File: src/sv/ccb_divsqrt.sv
module ccb_divsqrt #(
  parameter int MAG_W = 45,
  parameter int DIV_W = 11
) (
  input  logic                     clk,
  input  logic                     rst,
  input  logic                     start,
  input  logic [MAG_W-1:0]         mag,
  input  logic [DIV_W-1:0]         divisor,
  output logic                     done,
  output logic [(MAG_W+1)/2-1:0]   root
);

  localparam int ROOT_W = (MAG_W + 1) / 2;
  localparam int DW     = 2 * ROOT_W;
  localparam int CS_W   = (DIV_W + 1 > ROOT_W + 3) ? DIV_W + 1 : ROOT_W + 3;
  localparam int CNT_W  = $clog2(DW + 1);

  localparam logic [1:0] P_IDLE = 2'd0;
  localparam logic [1:0] P_DIV  = 2'd1;
  localparam logic [1:0] P_ROOT = 2'd2;

  logic [1:0]        phase;
  logic [CNT_W-1:0]  count;
  logic [DW-1:0]     work;
  logic [CS_W-1:0]   rem;
  logic [DIV_W-1:0]  div_q;
  logic [ROOT_W-1:0] root_q;

  logic [CS_W-1:0]   cs_a;
  logic [CS_W-1:0]   cs_b;
  logic [CS_W:0]     cs_diff;
  logic              cs_ge;

  // shared compare-subtract: restoring divide step or root digit step
  always_comb begin
    if (phase == P_ROOT) begin
      cs_a = {rem[CS_W-3:0], work[DW-1 -: 2]};
      cs_b = CS_W'({root_q, 2'b01});
    end else begin
      cs_a = {rem[CS_W-2:0], work[DW-1]};
      cs_b = CS_W'(div_q);
    end
    cs_diff = {1'b0, cs_a} - {1'b0, cs_b};
    cs_ge   = ~cs_diff[CS_W];
  end

  // sequencer: one quotient bit per cycle, then one root bit per cycle
  always_ff @(posedge clk) begin
    if (rst) begin
      phase <= P_IDLE;
      count <= '0;
      done  <= 1'b0;
    end else begin
      done <= 1'b0;
      unique case (phase)
        P_IDLE: begin
          if (start) begin
            work  <= DW'(mag);
            div_q <= divisor;
            rem   <= '0;
            count <= CNT_W'(DW);
            phase <= P_DIV;
          end
        end
        P_DIV: begin
          work  <= {work[DW-2:0], cs_ge};
          count <= count - 1'b1;
          if (count == CNT_W'(1)) begin
            rem    <= '0;
            root_q <= '0;
            count  <= CNT_W'(ROOT_W);
            phase  <= P_ROOT;
          end else begin
            rem <= cs_ge ? cs_diff[CS_W-1:0] : cs_a;
          end
        end
        P_ROOT: begin
          rem    <= cs_ge ? cs_diff[CS_W-1:0] : cs_a;
          root_q <= {root_q[ROOT_W-2:0], cs_ge};
          work   <= {work[DW-3:0], 2'b00};
          count  <= count - 1'b1;
          if (count == CNT_W'(1)) begin
            phase <= P_IDLE;
            done  <= 1'b1;
          end
        end
        default: phase <= P_IDLE;
      endcase
    end
  end

  assign root = root_q;

  // checks
  a_start_idle: assert property (@(posedge clk) disable iff (rst)
    start |-> phase == P_IDLE) else $error("start while engine busy");

  a_done_idle: assert property (@(posedge clk) disable iff (rst)
    done |-> phase == P_IDLE && $past(phase) == P_ROOT) else $error("stray done");

  a_count_live: assert property (@(posedge clk) disable iff (rst)
    (phase == P_DIV || phase == P_ROOT) |-> count != '0) else $error("step count ran out");

endmodule

File: config.mk
export PLATFORM = sky130hd
export DESIGN_NAME = ccb_divsqrt
export DESIGN_NICKNAME = d
export VERILOG_FILES = /design/src/sv/ccb_divsqrt.sv
export SDC_FILE = /design/constraint.sdc
export NUM_CORES = 1
export LEC_CHECK = 0
export BUFFER_PORTS_ARGS = -buffer_cell sky130_fd_sc_hd__buf_2
export CAP_MARGIN = 20
export CORE_MARGIN = 2
export CORE_UTILIZATION = 54
export DETAILED_ROUTE_END_ITERATION = 8
export GPL_TIMING_DRIVEN = 0
export PLACE_DENSITY = 0.78
export SLEW_MARGIN = 20
export SYNTH_ARGS = -nofsm -noshare
export SYNTH_HDL_FRONTEND = slang
export SYNTH_SLANG_ARGS = --single-unit
File: constraint.sdc
create_clock -name clk -period 4.5 [get_ports clk]
set_clock_uncertainty 0.1 [all_clocks]
set_input_delay 0.225 -clock clk [delete_from_list [all_inputs] [get_ports clk]]
set_output_delay 0.225 -clock clk [all_outputs]
set_load 0.01 [all_outputs]
After elaboration in Yosys (flattened, before gate mapping)
Index checks and enable logic that the tools add are counted.
{"block": "word_totals", "regBits": 114, "word_cells": 45, "output_inout_bits": 24}
{"block": "classes", "eq_ne": 6, "add_sub_neg": 2, "bitwise_logic": 3, "n_reduce_logical": 9, "muxes": 18}
{"cell": "one-hot mux 46 bit (3 select lines)", "n": 1}
{"cell": "2-to-1 mux 25 bit", "n": 4}
{"cell": "one-hot mux 25 bit (3 select lines)", "n": 1}
{"cell": "2-to-1 mux 46 bit", "n": 1}
{"cell": "one-hot mux 23 bit (2 select lines)", "n": 1}
{"cell": "subtractor 26 x 25 -> 27 bit", "n": 1}
{"cell": "2-to-1 mux 26 bit", "n": 1}
{"cell": "2-to-1 mux 23 bit", "n": 1}
{"cell": "one-hot mux 6 bit (3 select lines)", "n": 1}
{"cell": "2-to-1 mux 6 bit", "n": 2}
{"cell": "AND reduction 3 bit", "n": 4}
{"cell": "equality test 6 x 1 -> 1 bit, second input constant", "n": 1}
{"cell": "2-to-1 mux 2 bit", "n": 3}
{"cell": "one-hot mux 2 bit (3 select lines)", "n": 1}
{"cell": "subtractor 6 x 1 -> 6 bit, second input constant", "n": 1}
{"cell": "inequality test 2 bit, second input constant", "n": 2}
{"cell": "inverter 1 bit", "n": 3}
{"cell": "nonzero test 3 bit", "n": 1}
{"cell": "equality test 2 x 1 -> 1 bit, second input constant", "n": 1}
{"cell": "equality test 2 bit, second input constant", "n": 1}
{"cell": "logical NOT 2 bit", "n": 1}
{"cell": "inequality test 2 x 1 -> 1 bit, second input constant", "n": 1}
{"cell": "AND reduction 2 bit", "n": 1}
{"cell": "nonzero test 2 bit", "n": 1}
{"cell": "other kinds (2)", "n": 2}

Logic depth before layout (Yosys ltp)
{"block": "logic_depth", "depth_word": 6, "depth_mapped": 19, "depth_no_buf": 14}

Worst setup path after synthesis
OpenSTA, ideal clock, no wires.
{"block": "synth_timing", "path_type": "register -> register", "start": "reg phase[1]", "end": "reg rem[0] (enable)", "synth_period_minus_slack_ns": 4.743, "slack_ns": -0.243, "path_stages_with_launch": 8, "required_time_ns": 3.899, "arrival_time_ns": 4.142, "path_cell_list": "dfxtp_1 -> inv_1 -> ha_1 -> inv_1 -> nor2_1 -> or2_2 -> clkbuf_1 -> nor2_1"}
{"block": "synth_between", "elab_chain_len": 3}
{"element": "start, declared", "line": "23", "source": "logic [1:0] phase;"}
{"element": "start signal, assigned", "line": "51", "source": "phase <= P_IDLE;"}
{"element": "start signal, assigned", "line": "63", "source": "phase <= P_DIV;"}
{"element": "start signal, assigned", "line": "73", "source": "phase <= P_ROOT;"}
{"element": "equality test 2 bit (tied with other cells)", "line": "56", "source": "unique case (phase)"}
{"element": "nonzero test 3 bit (no source line) or inequality test 2 bit (tied branches)"}
{"element": "AND reduction 3 bit (no source line) *"}
{"element": "end signal, assigned", "line": "75", "source": "rem <= cs_ge ? cs_diff[CS_W-1:0] : cs_a;"}
{"element": "end signal, assigned", "line": "79", "source": "rem <= cs_ge ? cs_diff[CS_W-1:0] : cs_a;"}
{"element": "end, declared", "line": "26", "source": "logic [CS_W-1:0] rem;"}
Mark *: on every way between the ends. The rest lies on a longest branch, timed or not.
A chain may end at the register's enable or synchronous reset.

Final worst setup path
{"block": "layout_timing", "start": "reg phase[0]", "end": "reg rem[9] (data pin)"}
{"block": "layout_between", "elab_chain_len": 6}
{"element": "equality test 2 bit", "line": "37, 56"}
{"element": "2-to-1 mux 26 bit or 2-to-1 mux 25 bit (tied branches)", "line": "37", "source": "if (phase == P_ROOT) begin"}
{"element": "subtractor 26 x 25 -> 27 bit", "line": "44", "source": "cs_diff = {1'b0, cs_a} - {1'b0, cs_b};"}
{"element": "2-to-1 mux 25 bit", "line": "75, 79"}
{"element": "2-to-1 mux 25 bit", "line": "69", "source": "if (count == CNT_W'(1)) begin"}
{"element": "one-hot mux 25 bit (3 select lines) *", "line": "56"}
Marked as above.

==> impl_metrics.json <==
{
  "grt_max_degree": 30,
  "period_needed_ns": 4.31,
  "placed_area_sq_um": 7790,
  "cp_max_fo": 18,
  "layout-drive-gt1-share": 0.207,
  "ant_nets": 0,
  "slew_violations": 0,
  "hold_viol_final": 0,
  "cts_tree": "done",
  "clkTransAtPathRegs_ns": 0.06,
  "clk_latency_ns": 0.43,
  "firstDrtPassIters": 5,
  "fin_nets": 908,
  "outcome": "completed",
  "p_per_area_nw_per_um2": 374,
  "dr.first_iter.drc_count": 662,
  "rows": 41,
  "relSlewSlack": 0.547,
  "core_region_area_sq_um": 12700,
  "final_cell_area_sq_um": 8590,
  "rsz0062_at_grt": "false",
  "worstPathArrival_ns": 4.36,
  "synth_cells": 701,
  "hold_path_class": "in -> reg",
  "critical-path-max-stage-delay_ns": 0.39,
  "grt_pass1_wl_microns": 28900,
  "die_area_sq_um": 14100,
  "dp_hpwl_microns": 12300,
  "cts_made_buffers": 17,
  "yosys_register_bits": 114,
  "cap_violations": 0,
  "critPathRequiredTime_ns": 4.55,
  "die_y_microns": 119,
  "vias_per_cell": 6.02,
  "setup_viol": 0,
  "dp_cells": 959,
  "regToRegSetupSlack_ns": 0.19,
  "ios": 83,
  "yosysSeqAreaShare": 0.470,
  "vias": 6034,
  "place.gp.congestion": 0.912,
  "fin_setup_tns_ns": 0,
  "wl_microns": 17900,
  "diodes": 0,
  "synth_cell_types": 62,
  "cts-root-buf": "clkbuf_16",
  "clock_path_buffers": 2,
  "syn-num-nets": 792,
  "crit_family": "compound AO/OA/AOI/OAI gates",
  "fillers": 1013,
  "start_util": 0.558,
  "area_growth_pct": 21.1,
  "clock.fmax_mhz": 232,
  "crit_buf_inv": 5,
  "grt_overflow_total": 0,
  "synth_edf_count": 105,
  "ys.flop_type": "edfxtp_1",
  "ir_drop_uv": 272,
  "worst_setup_path_start_kind": "register",
  "grt_pass1_vias": 5957,
  "port_buffers": 82,
  "synthArstFlopShare": 0,
  "yosysWarnings": 0,
  "antenna_found_initial": 0,
  "syn-cell-area_sq_um": 7090,
  "die_x_microns": 119,
  "cp_slowest_cell": "fa_2",
  "worst_pin_slew_ns": 0.678,
  "power_leakage_nw": 3.25,
  "wire_per_inst_microns": 17.8,
  "clkSinkCount": 114,
  "htree_levels": 4,
  "fin_crit_sh": 0.959,
  "crit_chain": "inv_1 > ha_1 > buf_6 > buf_4 > buf_4 > or2_2 > ha_1 > fa_2 > nor2b_4 > a2bb2oi_2 > o211a_1 > o21bai_2 > a21oi_2 > a21oi_4 > o211a_1 > buf_2 > o21ai_0 > a21oi_1",
  "avgSynthCellArea_sq_um": 10.1,
  "drc": 0,
  "layout.cells.non_filler": 1002,
  "grtUsageTotal": 0.259,
  "path_class": "reg -> reg",
  "cp-end-kind": "register"
}
## per-stage QoR
| step | worst slack (ns) | utilization | power (mW) | hold WS (ns) |
|---|---|---|---|---|
| after floorplan | 0.147 | - | 1.65 | 0.201 |
| after global placement | -0.863 | 0.607 | 1.76 | 0.301 |
| after detailed placement | -0.940 | 0.612 | 1.79 | 0.303 |
| after CTS | 0.00472 | 0.672 | 3.19 | 0.0173 |
| after global routing | 0.0123 | 0.675 | 3.32 | 0.0273 |
| final | 0.185 | 0.675 | 3.21 | 0.0179 |
## final timing paths
path              endpoint  cells past startpoint     start
setup reg to reg    rem[9]                     18  phase[0]
hold reg to reg   count[3]                      2  count[3]
setup / recovery    rem[9]                     18  phase[0]
hold / removal    work[40]                      3   mag[40]
## cell usage after synthesis (all sizes together) (9+ instances only)
cell      n  area share
edfxtp  105        0.44
a21oi    87       0.064
nor2     73       0.039
a22oi    46       0.049
o21ai    39       0.028
clkbuf   33       0.018
ha       31       0.055
inv      28       0.015
nand3    28       0.020
mux2     25       0.041
and2     23       0.020
xnor2    19       0.023
nand2    18      0.0095
a21o     15       0.016
buf      13      0.0097
mux2i    11       0.019
a211oi    9       0.010
dfxtp     9       0.025
## layout by cell type, fill, tap and decap left out, types with 23 or more instances in the layout
cell type  count
a21oi_1       85
a22oi_1       46
and2_1        23
buf_2         84
clkbuf_1      30
edfxtp_1     105
ha_1          31
inv_1         28
mux2_2        23
nand3_1       28
nor2_1        70
o21ai_0       25
## area by class of cell
class                   count  area, sq um  share of cell area
clock inverters            12          164              0.0191
well taps                 172          215              0.0251
inverters                  28          105              0.0122
repair buffers            100          601              0.0699
clock buffers              20          437              0.0508
flip-flops and latches    114         3330               0.388
multi-input cells         513         3530               0.411
plain buffers              43          203              0.0236
## sequential cells by signal, indices dropped and copies added (netlist names)
register / flops
root: 23
work: 46
done: 1
div_q: 11
count: 6
phase: 2
rem: 25
## power breakdown
| group | total, mW | switching, mW | leakage, nW | internal, mW |
|---|---|---|---|---|
| logic | 0.520 | 0.310 | 1.88 | 0.209 |
| registers | 1.29 | 0.0383 | 1.08 | 1.25 |
| clock network | 1.40 | 0.487 | 0.293 | 0.917 |
## tightest hold or removal path, delay by kind of cell
family,cells,cell delay [ns]
and+or+nand+nor,1,0.03
buffers and inverters,1,0.08
AOI/OAI and AO/OA,1,0.10
## cell families (layout without fill, tap and decap cells)
group,count (synthesis),after routing,synth area share
compound gates,231,231,0.207
xor+xnor,26,26,0.0321
fa+ha+maj,32,32,0.0575
buf+inv,74,203,0.0422
flops,114,114,0.470
mux,36,36,0.0598
simple gates,188,188,0.131
## timing repair
action                                  4_1_cts  5_1_grt
endpoints found under the hold margin        12        0
resized for setup                            14       24
hold buffers                                 12        0
buffers inserted                              0        2
pin swaps                                     1        4
endpoints found under the setup margin       27       27
## per-layer routing
layer / GRT usage / part of all wire
met3: 0.0623 / 0.066
met4: 0.0796 / 0.013
met2: 0.438 / 0.49
met5: 0 / 0
met1: 0.327 / 0.43
Power figures use the tool's default switching activity.
